<file path="src/hdl/dwrd_pkg.sv">
// Package for the daylight window ramp dimmer.
// Holds widths, constants, codes, the controller state type and the command/status structs.
// No dependencies.
`timescale 1ns / 1ps

package dwrd_pkg;

    localparam int DUTY_FULL_SCALE = 4095;
    localparam int MIN_PER_DAY     = 1440;
    localparam int TWO_DAYS        = 2 * MIN_PER_DAY;
    localparam int DUTY_MAX        = 100;
    localparam int DUTY_MIN        = 2;
    localparam int RAMP_UP_GAIN    = 980;
    localparam int RAMP_DN_GAIN    = 98;
    localparam int PCT_DEN         = 100;

    localparam int MIN_W      = 11;
    localparam int DUR_W      = 11;
    localparam int PERIOD_W   = 8;
    localparam int DUTY_W     = 7;
    localparam int CODE_W     = 12;
    localparam int KIND_W     = 2;
    localparam int CFG_ADDR_W = 2;
    localparam int CFG_DATA_W = 11;

    localparam int IN_DATA_W  = 16;
    localparam int OUT_DATA_W = 24;

    localparam int DIVIDEND_W = 21;
    localparam int DIVISOR_W  = 13;
    localparam int QUO_W      = CODE_W;
    localparam int DCNT_W     = $clog2(QUO_W + 1);

    // The compare code is duty * DUTY_FULL_SCALE / PCT_DEN by a rounded-up reciprocal.
    // The product error stays below one count for every 7-bit duty.
    localparam int CODE_SHIFT  = 16;
    localparam int CODE_RECIP  = (DUTY_FULL_SCALE * (1 << CODE_SHIFT) + PCT_DEN - 1) / PCT_DEN;
    localparam int CODE_PROD_W = DUTY_W + $clog2(CODE_RECIP + 1);

    typedef enum logic [1:0] {
        KIND_TICK   = 2'd0,
        KIND_MANUAL = 2'd1,
        KIND_AUTO   = 2'd2
    } t_kind;

    typedef enum logic [1:0] {
        MODE_OFF    = 2'd0,
        MODE_MANUAL = 2'd1,
        MODE_AUTO   = 2'd2
    } t_mode;

    typedef enum logic [1:0] {
        CLS_ZERO = 2'd0,
        CLS_FULL = 2'd1,
        CLS_UP   = 2'd2,
        CLS_DOWN = 2'd3
    } t_class;

    typedef enum logic [CFG_ADDR_W-1:0] {
        CFG_START  = 2'd0,
        CFG_END    = 2'd1,
        CFG_DUR    = 2'd2,
        CFG_PERIOD = 2'd3
    } t_cfg_idx;

    typedef enum logic [3:0] {
        ST_IDLE,
        ST_TIME,
        ST_SETUP,
        ST_RSTART,
        ST_RWAIT,
        ST_APPLY,
        ST_OUT
    } t_state;

    typedef struct packed {
        logic load_item;
        logic calc_time;
        logic setup_ramp;
        logic div_start;
        logic apply;
        logic out_load;
    } t_cmd;

    typedef struct packed {
        logic div_busy;
    } t_sts;

endpackage

</file>
<file path="src/hdl/dwrd_div.sv">
// Serial restoring divider, one quotient bit per cycle.
// Depends on dwrd_pkg; the quotient must fit in QUO_W bits.
`timescale 1ns / 1ps

module dwrd_div import dwrd_pkg::*; (
    input  logic                  i_clk,
    input  logic                  i_rst_n,
    input  logic                  i_start,
    input  logic [DIVIDEND_W-1:0] i_dividend,
    input  logic [DIVISOR_W-1:0]  i_divisor,
    output logic                  o_busy,
    output logic [QUO_W-1:0]      o_quotient
);

    logic [DIVISOR_W-1:0] r_rem;
    logic [QUO_W-1:0]     r_quo;
    logic [DIVISOR_W-1:0] r_div;
    logic [DCNT_W-1:0]    r_cnt;
    logic [DIVISOR_W:0]   w_sh;
    logic [DIVISOR_W:0]   w_sub;
    logic                 w_ge;

    assign w_sh  = {r_rem, r_quo[QUO_W-1]};
    assign w_ge  = w_sh >= {1'b0, r_div};
    assign w_sub = w_sh - {1'b0, r_div};

    always_ff @(posedge i_clk) begin
        if (!i_rst_n) begin
            r_cnt <= '0;
        end else if (i_start) begin
            r_cnt <= DCNT_W'(QUO_W);
        end else if (r_cnt != '0) begin
            r_cnt <= r_cnt - DCNT_W'(1);
        end
    end

    always_ff @(posedge i_clk) begin
        if (i_start) begin
            r_rem <= DIVISOR_W'(i_dividend[DIVIDEND_W-1:QUO_W]);
            r_quo <= i_dividend[QUO_W-1:0];
            r_div <= i_divisor;
        end else if (r_cnt != '0) begin
            r_rem <= w_ge ? w_sub[DIVISOR_W-1:0] : w_sh[DIVISOR_W-1:0];
            r_quo <= {r_quo[QUO_W-2:0], w_ge};
        end
    end

    assign o_busy     = r_cnt != '0;
    assign o_quotient = r_quo;

endmodule

</file>
<file path="src/hdl/dwrd_dpath.sv">
// Datapath: configuration registers, item latch, window and ramp arithmetic, lamp state
// and the output register. Depends on dwrd_pkg and dwrd_div.
`timescale 1ns / 1ps

module dwrd_dpath import dwrd_pkg::*; (
    input  logic                  i_clk,
    input  logic                  i_rst_n,
    input  logic                  i_cfg_we,
    input  logic [CFG_ADDR_W-1:0] i_cfg_addr,
    input  logic [CFG_DATA_W-1:0] i_cfg_wdata,
    input  logic [KIND_W-1:0]     i_kind,
    input  logic [MIN_W-1:0]      i_minute,
    input  logic                  i_manual_on,
    input  t_cmd                  i_cmd,
    output t_sts                  o_sts,
    output logic [OUT_DATA_W-1:0] o_out_data
);

    logic [MIN_W-1:0]      r_start;
    logic [MIN_W-1:0]      r_end;
    logic [DUR_W-1:0]      r_dur;
    logic [PERIOD_W-1:0]   r_period;

    logic [KIND_W-1:0]     r_kind;
    logic [MIN_W-1:0]      r_minute;
    logic                  r_on;

    logic [MIN_W-1:0]      r_t;
    logic                  r_open;
    t_class                r_cls;
    logic [DIVIDEND_W-1:0] r_dividend;
    logic [DIVISOR_W-1:0]  r_divisor;

    t_mode                 r_mode;
    t_mode                 n_mode;
    logic [DUTY_W-1:0]     r_duty;
    logic [DUTY_W-1:0]     n_duty;
    logic                  r_ovr;
    logic                  n_ovr;
    logic [PERIOD_W-1:0]   r_cnt;
    logic [PERIOD_W-1:0]   n_cnt;
    logic [OUT_DATA_W-1:0] r_out_data;

    logic [12:0]           w_x;
    logic [12:0]           w_x1;
    logic [12:0]           w_x2;
    logic                  w_wrap;
    logic [11:0]           w_s;
    logic [11:0]           w_e;
    logic [11:0]           w_c;
    logic                  w_open;
    logic [14:0]           w_ten_t;
    logic [DIVISOR_W-1:0]  w_den;
    logic [13:0]           w_seven_d;
    logic [12:0]           w_diff;
    logic [DIVIDEND_W-1:0] w_up_num;
    logic [DIVIDEND_W-1:0] w_dn_num;
    t_class                w_cls;
    logic [QUO_W-1:0]      w_quo;
    logic                  w_busy;
    logic [DUTY_W-1:0]     w_auto_duty;
    logic [PERIOD_W-1:0]   w_cnt_inc;
    logic                  w_sched_hit;
    logic [CODE_PROD_W-1:0] w_code_prod;
    logic [CODE_W-1:0]     w_code;

    always_ff @(posedge i_clk) begin
        if (!i_rst_n) begin
            r_start  <= MIN_W'(480);
            r_end    <= MIN_W'(1080);
            r_dur    <= DUR_W'(600);
            r_period <= PERIOD_W'(30);
        end else if (i_cfg_we) begin
            case (t_cfg_idx'(i_cfg_addr))
                CFG_START:  r_start  <= i_cfg_wdata[MIN_W-1:0];
                CFG_END:    r_end    <= i_cfg_wdata[MIN_W-1:0];
                CFG_DUR:    r_dur    <= i_cfg_wdata[DUR_W-1:0];
                CFG_PERIOD: r_period <= i_cfg_wdata[PERIOD_W-1:0];
                default: ;
            endcase
        end
    end

    always_ff @(posedge i_clk) begin
        if (i_cmd.load_item) begin
            r_kind   <= i_kind;
            r_minute <= i_minute;
            r_on     <= i_manual_on;
        end
    end

    // Elapsed minutes since the window start, modulo one day, and the window test.
    always_comb begin
        w_x    = 13'(r_minute) + 13'(TWO_DAYS) - 13'(r_start);
        w_x1   = (w_x >= 13'(TWO_DAYS)) ? w_x - 13'(TWO_DAYS) : w_x;
        w_x2   = (w_x1 >= 13'(MIN_PER_DAY)) ? w_x1 - 13'(MIN_PER_DAY) : w_x1;
        w_wrap = r_end < r_start;
        w_s    = 12'(r_start);
        w_e    = w_wrap ? 12'(r_end) + 12'(MIN_PER_DAY) : 12'(r_end);
        w_c    = (w_wrap && (r_minute < r_start)) ? 12'(r_minute) + 12'(MIN_PER_DAY)
                                                  : 12'(r_minute);
        w_open = (w_c >= w_s) && (w_c < w_e);
    end

    always_ff @(posedge i_clk) begin
        if (i_cmd.calc_time) begin
            r_t    <= w_x2[MIN_W-1:0];
            r_open <= w_open;
        end
    end

    // Ramp segment selection and the dividend for the ramp ratio.
    always_comb begin
        w_ten_t   = 15'({r_t, 3'b000}) + 15'({r_t, 1'b0});
        w_den     = DIVISOR_W'({r_dur, 1'b0}) + DIVISOR_W'(r_dur);
        w_seven_d = 14'({r_dur, 3'b000}) - 14'(r_dur);
        w_diff    = 13'(w_ten_t - 15'(w_seven_d));
        w_up_num  = DIVIDEND_W'(r_t) * DIVIDEND_W'(RAMP_UP_GAIN);
        w_dn_num  = DIVIDEND_W'(w_diff) * DIVIDEND_W'(RAMP_DN_GAIN)
                    + DIVIDEND_W'(w_den) - DIVIDEND_W'(1);
        if (r_dur == '0) begin
            w_cls = CLS_FULL;
        end else if (r_t >= r_dur) begin
            w_cls = CLS_ZERO;
        end else if (w_ten_t <= 15'(w_den)) begin
            w_cls = CLS_UP;
        end else if (w_ten_t <= 15'(w_seven_d)) begin
            w_cls = CLS_FULL;
        end else begin
            w_cls = CLS_DOWN;
        end
    end

    always_ff @(posedge i_clk) begin
        if (i_cmd.setup_ramp) begin
            r_cls     <= w_cls;
            r_divisor <= w_den;
            case (w_cls)
                CLS_UP:   r_dividend <= w_up_num;
                CLS_DOWN: r_dividend <= w_dn_num;
                default:  r_dividend <= '0;
            endcase
        end
    end

    dwrd_div u_div (
        .i_clk      (i_clk),
        .i_rst_n    (i_rst_n),
        .i_start    (i_cmd.div_start),
        .i_dividend (r_dividend),
        .i_divisor  (r_divisor),
        .o_busy     (w_busy),
        .o_quotient (w_quo)
    );

    always_comb begin
        case (r_cls)
            CLS_ZERO: w_auto_duty = '0;
            CLS_UP:   w_auto_duty = DUTY_W'(DUTY_MIN) + w_quo[DUTY_W-1:0];
            CLS_DOWN: w_auto_duty = DUTY_W'(DUTY_MAX) - w_quo[DUTY_W-1:0];
            default:  w_auto_duty = DUTY_W'(DUTY_MAX);
        endcase
    end

    assign w_cnt_inc   = r_cnt + PERIOD_W'(1);
    assign w_sched_hit = r_open != (r_mode != MODE_OFF);

    always_comb begin
        n_mode = r_mode;
        n_duty = r_duty;
        n_ovr  = r_ovr;
        n_cnt  = r_cnt;
        case (t_kind'(r_kind))
            KIND_TICK: begin
                if (!r_ovr && w_sched_hit) begin
                    n_mode = r_open ? MODE_AUTO : MODE_OFF;
                    n_duty = r_open ? w_auto_duty : '0;
                end
                if (w_cnt_inc >= r_period) begin
                    n_cnt = '0;
                    if (!r_ovr && r_open) begin
                        n_duty = w_auto_duty;
                    end
                end else begin
                    n_cnt = w_cnt_inc;
                end
            end
            KIND_MANUAL: begin
                n_ovr  = 1'b1;
                n_mode = r_on ? MODE_MANUAL : MODE_OFF;
                n_duty = r_on ? DUTY_W'(DUTY_MAX) : '0;
            end
            KIND_AUTO: begin
                n_ovr = 1'b0;
                if (w_sched_hit) begin
                    n_mode = r_open ? MODE_AUTO : MODE_OFF;
                    n_duty = r_open ? w_auto_duty : '0;
                end
            end
            default: ;
        endcase
    end

    always_ff @(posedge i_clk) begin
        if (!i_rst_n) begin
            r_mode <= MODE_OFF;
            r_duty <= '0;
            r_ovr  <= 1'b0;
            r_cnt  <= '0;
        end else if (i_cmd.apply) begin
            r_mode <= n_mode;
            r_duty <= n_duty;
            r_ovr  <= n_ovr;
            r_cnt  <= n_cnt;
        end
    end

    assign w_code_prod = CODE_PROD_W'(r_duty) * CODE_PROD_W'(CODE_RECIP);
    assign w_code      = w_code_prod[CODE_SHIFT +: CODE_W];

    always_ff @(posedge i_clk) begin
        if (i_cmd.out_load) begin
            r_out_data <= {1'b0, r_ovr, 2'(r_mode), w_code, r_duty, r_mode != MODE_OFF};
        end
    end

    assign o_sts.div_busy = w_busy;
    assign o_out_data     = r_out_data;

endmodule

</file>
<file path="src/hdl/dwrd_ctrl.sv">
// Controller state machine that sequences one item through the datapath.
// Depends on dwrd_pkg; drives commands to dwrd_dpath and owns the output valid flag.
`timescale 1ns / 1ps

module dwrd_ctrl import dwrd_pkg::*; (
    input  logic i_clk,
    input  logic i_rst_n,
    input  logic i_s_tvalid,
    input  logic i_m_tready,
    input  t_sts i_sts,
    output logic o_s_tready,
    output logic o_m_tvalid,
    output t_cmd o_cmd
);

    t_state r_state;
    t_state n_state;
    logic   r_out_valid;
    logic   n_out_valid;
    logic   w_out_free;

    assign w_out_free = !r_out_valid || i_m_tready;

    always_comb begin
        n_state = r_state;
        case (r_state)
            ST_IDLE:   if (i_s_tvalid) n_state = ST_TIME;
            ST_TIME:   n_state = ST_SETUP;
            ST_SETUP:  n_state = ST_RSTART;
            ST_RSTART: n_state = ST_RWAIT;
            ST_RWAIT:  if (!i_sts.div_busy) n_state = ST_APPLY;
            ST_APPLY:  n_state = ST_OUT;
            ST_OUT:    if (w_out_free) n_state = ST_IDLE;
            default:   n_state = ST_IDLE;
        endcase
    end

    always_comb begin
        o_cmd      = '0;
        o_s_tready = 1'b0;
        case (r_state)
            ST_IDLE: begin
                o_s_tready      = 1'b1;
                o_cmd.load_item = i_s_tvalid;
            end
            ST_TIME:   o_cmd.calc_time  = 1'b1;
            ST_SETUP:  o_cmd.setup_ramp = 1'b1;
            ST_RSTART: o_cmd.div_start  = 1'b1;
            ST_APPLY:  o_cmd.apply      = 1'b1;
            ST_OUT:    o_cmd.out_load   = w_out_free;
            default: ;
        endcase
    end

    always_comb begin
        if (o_cmd.out_load) begin
            n_out_valid = 1'b1;
        end else if (i_m_tready) begin
            n_out_valid = 1'b0;
        end else begin
            n_out_valid = r_out_valid;
        end
    end

    always_ff @(posedge i_clk) begin
        if (!i_rst_n) begin
            r_state     <= ST_IDLE;
            r_out_valid <= 1'b0;
        end else begin
            r_state     <= n_state;
            r_out_valid <= n_out_valid;
        end
    end

    assign o_m_tvalid = r_out_valid;

endmodule

</file>
<file path="src/hdl/daylight_window_ramp_dimmer_top.sv">
// Top level of the daylight window ramp dimmer.
// Depends on dwrd_pkg, dwrd_ctrl, dwrd_dpath and dwrd_div.
//
// The input stream carries one item per transfer: a tick with the
// minute of day, a manual on/off set, or a return to automatic mode. Every
// accepted item gives exactly one status transfer on the output stream with
// the lamp switch level, duty in percent, the 12-bit duty compare code, the
// lamp mode and the manual override flag as they stand after the item.
// An item passes through ST_TIME, ST_SETUP, ST_RSTART, ST_RWAIT, ST_APPLY and
// ST_OUT from its transfer to a valid result, and the next item can be taken
// in the cycle the result appears, not before. Most of that time is the serial
// divider for the ramp ratio, which ST_RWAIT waits on until it is no longer
// busy. The duty compare code is a constant multiplication in the output cycle.
// The configuration port writes one register per cycle and should be used
// only while no item is in flight.
// Reset is synchronous: the lamp is off, the duty is zero, automation is
// active, the refresh counter is cleared and the configuration registers
// return to their defaults. When the receiver stalls, the result waits in the
// output register and one more item is taken and processed; that item then
// waits until the output register is free.
`timescale 1ns / 1ps

module daylight_window_ramp_dimmer_top import dwrd_pkg::*; (
    input  logic                  i_clk,
    input  logic                  i_rst_n,
    input  logic                  i_cfg_we,
    input  logic [CFG_ADDR_W-1:0] i_cfg_addr,
    input  logic [CFG_DATA_W-1:0] i_cfg_wdata,
    input  logic                  s_axis_tvalid,
    output logic                  s_axis_tready,
    // minute_of_day [10:0], manual_on [11], zero [15:12]
    input  logic [IN_DATA_W-1:0]  s_axis_tdata,
    // kind [1:0]
    input  logic [KIND_W-1:0]     s_axis_tuser,
    output logic                  m_axis_tvalid,
    input  logic                  m_axis_tready,
    // lamp_switch [0], duty_pct [7:1], duty_code [19:8], lamp_mode [21:20],
    // manual_active [22], zero [23]
    output logic [OUT_DATA_W-1:0] m_axis_tdata
);

    t_cmd w_cmd;
    t_sts w_sts;

    dwrd_ctrl u_ctrl (
        .i_clk      (i_clk),
        .i_rst_n    (i_rst_n),
        .i_s_tvalid (s_axis_tvalid),
        .i_m_tready (m_axis_tready),
        .i_sts      (w_sts),
        .o_s_tready (s_axis_tready),
        .o_m_tvalid (m_axis_tvalid),
        .o_cmd      (w_cmd)
    );

    dwrd_dpath u_dpath (
        .i_clk       (i_clk),
        .i_rst_n     (i_rst_n),
        .i_cfg_we    (i_cfg_we),
        .i_cfg_addr  (i_cfg_addr),
        .i_cfg_wdata (i_cfg_wdata),
        .i_kind      (s_axis_tuser),
        .i_minute    (s_axis_tdata[MIN_W-1:0]),
        .i_manual_on (s_axis_tdata[MIN_W]),
        .i_cmd       (w_cmd),
        .o_sts       (w_sts),
        .o_out_data  (m_axis_tdata)
    );

`ifndef NO_ASSERTIONS
    a_one_item_in_flight: assert property (@(posedge i_clk) disable iff (!i_rst_n)
        s_axis_tvalid && s_axis_tready |=> !s_axis_tready)
        else $error("input taken twice in a row");

    a_switch_matches_mode: assert property (@(posedge i_clk) disable iff (!i_rst_n)
        m_axis_tvalid |-> (m_axis_tdata[0] == (m_axis_tdata[21:20] != 2'(MODE_OFF))))
        else $error("lamp switch disagrees with lamp mode");

    a_duty_range: assert property (@(posedge i_clk) disable iff (!i_rst_n)
        m_axis_tvalid |-> (m_axis_tdata[7:1] <= 7'(DUTY_MAX)))
        else $error("duty above full scale");

    a_override_not_auto: assert property (@(posedge i_clk) disable iff (!i_rst_n)
        m_axis_tvalid && m_axis_tdata[22] |-> (m_axis_tdata[21:20] != 2'(MODE_AUTO)))
        else $error("automatic mode reported under manual override");
`endif

endmodule
</file>
<file path="config.mk">
export PLATFORM = sky130hd
export DESIGN_NAME = daylight_window_ramp_dimmer_top
export DESIGN_NICKNAME = d
export VERILOG_FILES = /design/src/hdl/dwrd_pkg.sv /design/src/hdl/dwrd_div.sv /design/src/hdl/dwrd_dpath.sv /design/src/hdl/dwrd_ctrl.sv /design/src/hdl/daylight_window_ramp_dimmer_top.sv
export SDC_FILE = /design/constraint.sdc
export NUM_CORES = 1
export LEC_CHECK = 0
export ABC_AREA = 1
export BUFFER_PORTS_ARGS = -buffer_cell sky130_fd_sc_hd__buf_2
export CORE_ASPECT_RATIO = 1.25
export CORE_MARGIN = 3
export CORE_UTILIZATION = 60
export DETAILED_ROUTE_END_ITERATION = 6
export PLACE_DENSITY = 0.79
export SYNTH_ARGS = -nofsm -noshare
export SYNTH_HDL_FRONTEND = slang
export SYNTH_SLANG_ARGS = --single-unit
</file>
<file path="constraint.sdc">
create_clock -name i_clk -period 10.25 [get_ports i_clk]
set_input_delay 2.05 -clock i_clk [delete_from_list [all_inputs] [get_ports i_clk]]
set_output_delay 2.05 -clock i_clk [all_outputs]
set_load 0.05 [all_outputs]
</file>
=== After elaboration in Yosys (flattened, before gate mapping) ===
Index checks and enable logic that the tools add are counted.

* Add/sub/neg operators: 17
* $mul: 3
* Order comparisons: 11
* Equality and inequality tests: 21
* Mux-type cells: 44
* Bitwise gates (word level): 1
* Reduce and logical (&&, ||, !) cells: 28

{| class="wikitable"
|+ Operator list
! operator !! number
|-
| 12-bit two-way mux || 4
|-
| 7-bit two-way mux || 6
|-
| 21-bit case mux with 2 select lines || 1
|-
| 7-bit case mux with 3 select lines || 2
|-
| 4-bit case mux with 7 select lines || 1
|-
| 7-bit by 20-bit multiplier with 26-bit output (second input constant) || 1
|-
| 13-bit two-way mux || 2
|-
| 13-bit subtractor || 2
|-
| 11-bit by 11-bit adder with 12-bit output (second input constant) || 2
|-
| 11-bit < comparator || 2
|-
| 20-bit by 13-bit adder with 21-bit output || 1
|-
| 21-bit by 1-bit subtractor with 21-bit output (second input constant) || 1
|-
| 4-bit two-way mux || 5
|-
| 11-bit by 8-bit multiplier with 19-bit output (second input constant) || 1
|-
| 13-bit by 6-bit multiplier with 19-bit output (second input constant) || 1
|-
| 9-bit two-way mux || 2
|-
| 14-bit by 12-bit adder with 15-bit output || 1
|-
| 15-bit by 13-bit less-or-equal comparator with 1-bit output || 1
|-
| 15-bit by 14-bit less-or-equal comparator with 1-bit output || 1
|-
| 2-bit == test (second input constant) || 7
|-
| 14-bit by 13-bit >= comparator with 1-bit output || 1
|-
| 2-bit two-way mux || 7
|-
| 14-bit by 11-bit subtractor with 14-bit output || 1
|-
| 11-bit by 12-bit adder with 13-bit output (second input constant) || 1
|-
| 40 further kinds || 71
|}

* Bits in registers: 191
* Bits of input ports: 36
* Output and inout port bits: 26
* Logic and storage cells: 150

=== Longest topological paths before layout ===
* Depth after elaboration: 8
* Depth in mapped cells: 39
* Mapped depth without buffers: 39

=== Hierarchy ===
Synthesis repeated with hierarchy kept, for this count alone.

* Cells, all modules: 2378
* Area, all modules: 19408.6 um2

{| class="wikitable"
|+ Modules (own cells, without submodules)
! module !! times used !! cells each !! area each (um2) !! sequential area each (um2)
|-
| dwrd_dpath || 1 || 1985 || 16419.5 || 3733.6
|-
| dwrd_div || 1 || 353 || 2746.4 || 1181.1
|-
| dwrd_ctrl || 1 || 40 || 242.7 || 80.1
|}

=== Least setup slack after synthesis ===
No wires, ideal clock.

* Path type: reg-to-reg
* From: reg u_dpath.r_t[2]
* To: reg u_dpath.r_dividend[20], data pin
* Library setup time: 0.253 ns
* Arrival time: 6.252 ns
* Setup slack: 3.744 ns
* Stages on the path, launching flop included: 38
* Cell sequence: edfxtp_1 -> ha_1 -> fa_1 -> a21oi_1 -> o21ai_1 -> nand2_1 -> nand2_1 -> a21oi_1 -> xnor2_1 -> ha_1 -> inv_1 -> nor3_1 -> nand4_1 -> nand4_1 -> xor2_1 -> fa_1 -> ha_1 -> ha_1 -> [... 2 more ...] -> a21oi_1 -> o21ai_0 -> nand2_1 -> inv_1 -> o21ai_0 -> nand2_1 -> xnor2_1 -> inv_1 -> ha_1 -> inv_1 -> nor3_1 -> nand2_1 -> o2111ai_1 -> a31oi_1 -> inv_1 -> nand2_1 -> nand3_1 -> nand2_1

* Longest elaborated chain between the ends: 8
* Elaborated cells on any way between the ends: 16
* Classes of those cells: add/sub: 4; mul: 2; order compare: 3; eq/ne: 2; mux: 5

{| class="wikitable"
|+ RTL lines
! what !! line !! text
|-
| start: declaration || dwrd_dpath.sv:28 || <nowiki>logic [MIN_W-1:0] r_t;</nowiki>
|-
| start signal: assignment || dwrd_dpath.sv:107 || <nowiki>r_t <= w_x2[MIN_W-1:0];</nowiki>
|-
| branches (longest 7 deep; another with 20-bit by 13-bit adder with 21-bit output) || -- ||
|-
| 21-bit case mux with 2 select lines (*) || dwrd_dpath.sv:138 || <nowiki>case (w_cls)</nowiki>
|-
| end signal: assignment || dwrd_dpath.sv:139 || <nowiki>CLS_UP: r_dividend <= w_up_num;</nowiki>
|-
| end signal: assignment || dwrd_dpath.sv:140 || <nowiki>CLS_DOWN: r_dividend <= w_dn_num;</nowiki>
|-
| end: declaration || dwrd_dpath.sv:31 || <nowiki>logic [DIVIDEND_W-1:0] r_dividend;</nowiki>
|}

Every way passes the cells marked *.
A chain may end at the register's enable or synchronous reset.

=== Final worst setup path ===
Ends and elaborated chain as after synthesis.

==> flow_summary.toml <==
[yosys]
synth_top_area_frac = 0.225
synthSimpleGateAreaFrac = 0.149
synthTopCellsByCount = "inv_1 (375), ha_1 (337), nand2_1 (335)"
synth.area.top_cells = "ha_1 (22%), edfxtp_1 (19%), fa_1 (7.7%), dfxtp_1 (7.6%), inv_1 (7.5%)"
synth-compound-area-share = 0.140
synth_edf_count = 119
ys_seq_area_frac = 0.266
synthMuxAreaShare = 0
synth.most_common_cell = "inv_1"
syn_nets = 2669
synth_seq_cells = 190
synth_flop_cell = "edfxtp_1"
synth_top_family_by_area = "adder cells"
ys_types = 60
yosysWarnings = 0
synthAdderAreaFrac = 0.301
yosysTopAreaCell = "ha_1"
syn-mean-instance-area_um2 = 8.44
netlist_area_um2 = 18800
async_flop_share = 0
yosys.area_share.xor_xnor = 0.0619
synthCells = 2224

[place]
finalWeightedCongestion = 0.949
port-buffer-count = 56
dp_hpwl_um = 34200
dpl-instance-area_um2 = 19500
dpl.cell_count = 2663

[drt]
antenna_left = 0
wl_um = 41800
drt_iter0_markers = 941
vias = 15200
drc = 0
viasPerCell = 5.63
firstDrtPassIters = 6
routedWlPerCell_um = 15.5

[setup_path]
slowest_stage = "edfxtp_1"
cpMostUsedCell = "nand2_1"
worstPathArrival_ns = 7.74
critPathMaxStageDelay_ns = 0.58
path_class = "register to register"
critPathMaxFanout = 6
reg2reg_depth = 37
worstSetupEndpointType = "register"
cp-start-kind = "register"
critical_path_required_ns = 10.44

[layout]
drive_above_1_share = 0.0654
antenna_cells = 0
stdcell_count = 2695
nNetsFinal = 2726
syn_to_final_growth_pct = 6.94
fill_cells = 2505
final_area_um2 = 20100

[sta]
grt_setup_unrepaired = "no"
setup-tns-final_ns = 0
finalCritPeriodShare = 0.737
worstMarginPinSlew_ns = 1.22
report.final.slew_viol_count = 0
slew_headroom = 0.181
max_clock_freq_mhz = 132
setup_viol = 0
period_needed_ns = 7.55
hold_viol = 0
clock_skew_ns = 0.0161

[run]
maxCapViolCount = 0

[clock_tree]
clkLatencyLatePin_ns = 0.45
cts_setup_buffers = 0
cts_resized = 0
clk_root_buffer_cell = "clkbuf_16"
h-tree-depth = 4
tritoncts = "done"
clk_pin_slew_ns = 0.07
numCtsBuffers = 17
clock_sinks = 190
cts_hold_buf = 0
clockBufferDepth = 2

[floorplanning]
dieArea_um2 = 33500
die_w_um = 164
start_util = 0.616
io_pins = 62
dieHeight_um = 204
std_cell_rows = 71
core-area_um2 = 30500

[min_path]
whs_path_depth = 0
hold_class = "register to register"

[grt]
grt_max_degree = 54
grt_usage = 0.259
overflow = 0
grt_pass1_vias = 15500
antenna_found_initial = 0
grt_pass1_wl_um = 71100

[status]
status = "complete, no violations"
stage by stage:
stage                     utilization  hold WS (ns)  setup WS (ns)
after floorplan                     -         0.400           3.74
after global placement          0.640         0.404           2.88
after detailed placement        0.640         0.405           2.79
after CTS                       0.659         0.414           2.76
after global routing            0.659         0.416           1.90
final                           0.659         0.413           2.70
cell usage in the layout (no fill, tap or decap), drive strengths merged, types with 10 or more instances in the layout:
master / n
inv: 387
nand2: 353
ha: 337
a21oi: 193
o21ai: 145
edfxtp: 119
nor2: 118
xor2: 87
nand3: 84
fa: 72
dfxtp: 71
buf: 59
xnor2: 44
o211ai: 28
nand4: 27
nor3: 23
clkbuf: 20
a31oi: 15
o21bai: 13
o22ai: 13
or2: 10
o21a: 10
nand3b: 10
critical path: cells and delay by family (launching register included):
kind	cells	cell delay [ns]
AO/OA/AOI/OAI	9	1.38
XOR/XNOR	3	0.92
adder cells (fa/ha/maj)	7	2.62
buffers and inverters	5	0.34
flip-flops	1	0.58
AND/OR/NAND/NOR	13	1.47
metal layers:
| metal | global-route usage | vias to the layer above | wire [um] |
|---|---|---|---|
| li1 | - | 7628 | - |
| met1 | 0.301 | 7163 | 16800 |
| met4 | 0.0888 | 0 | 1080 |
| met3 | 0.0291 | 73 | 1390 |
| met5 | 0 | - | 0 |
| met2 | 0.487 | 301 | 22500 |
state kept, by name, indices dropped and copies added (netlist names), 2 cells and up:
register / count
u_dpath.r_kind: 2
u_ctrl.r_state: 3
u_dpath.r_start: 11
u_dpath.r_dividend: 21
u_dpath.u_div.r_cnt: 4
u_dpath.r_cls: 2
u_dpath.r_period: 8
u_dpath.r_cnt: 8
u_dpath.o_out_data: 23
u_dpath.r_mode: 2
u_dpath.r_duty: 7
u_dpath.r_t: 11
u_dpath.r_dur: 11
u_dpath.u_div.r_rem: 13
u_dpath.u_div.r_div: 13
u_dpath.u_div.o_quotient: 12
u_dpath.r_minute: 11
u_dpath.r_end: 11
u_dpath.r_divisor: 13
logic make-up after synthesis:
kind of cell / Yosys count
AO/OA/AOI/OAI: 457
XOR/XNOR: 131
adder cells (fa/ha/maj): 409
buffers and inverters: 405
flip-flops: 190
other: 1
AND/OR/NAND/NOR: 631
worst paths after layout:
check | startpoint | end | slack [ns]
hold / removal | u_dpath.r_divisor[1] | u_dpath.u_div.r_div[1] | 0.41
hold reg to reg | u_dpath.r_divisor[1] | u_dpath.u_div.r_div[1] | 0.41
setup / recovery | u_dpath.r_t[2] | u_dpath.r_dividend[20] | 2.70
setup reg to reg | u_dpath.r_t[2] | u_dpath.r_dividend[20] | 2.70
cell type report:
class / count / area (um^2) / area share
sequential: 190 / 4990 / 0.249
multi-input combinational: 1629 / 12300 / 0.611
timing repair buffer: 59 / 303 / 0.0151
clock inverter: 12 / 105 / 0.00523
clock buffer: 20 / 467 / 0.0232
inverter: 384 / 1440 / 0.0718
tap: 401 / 502 / 0.0250
Power is not shown: default switching activity piles up to over one toggle a cycle in this logic, so the estimate is an artifact.
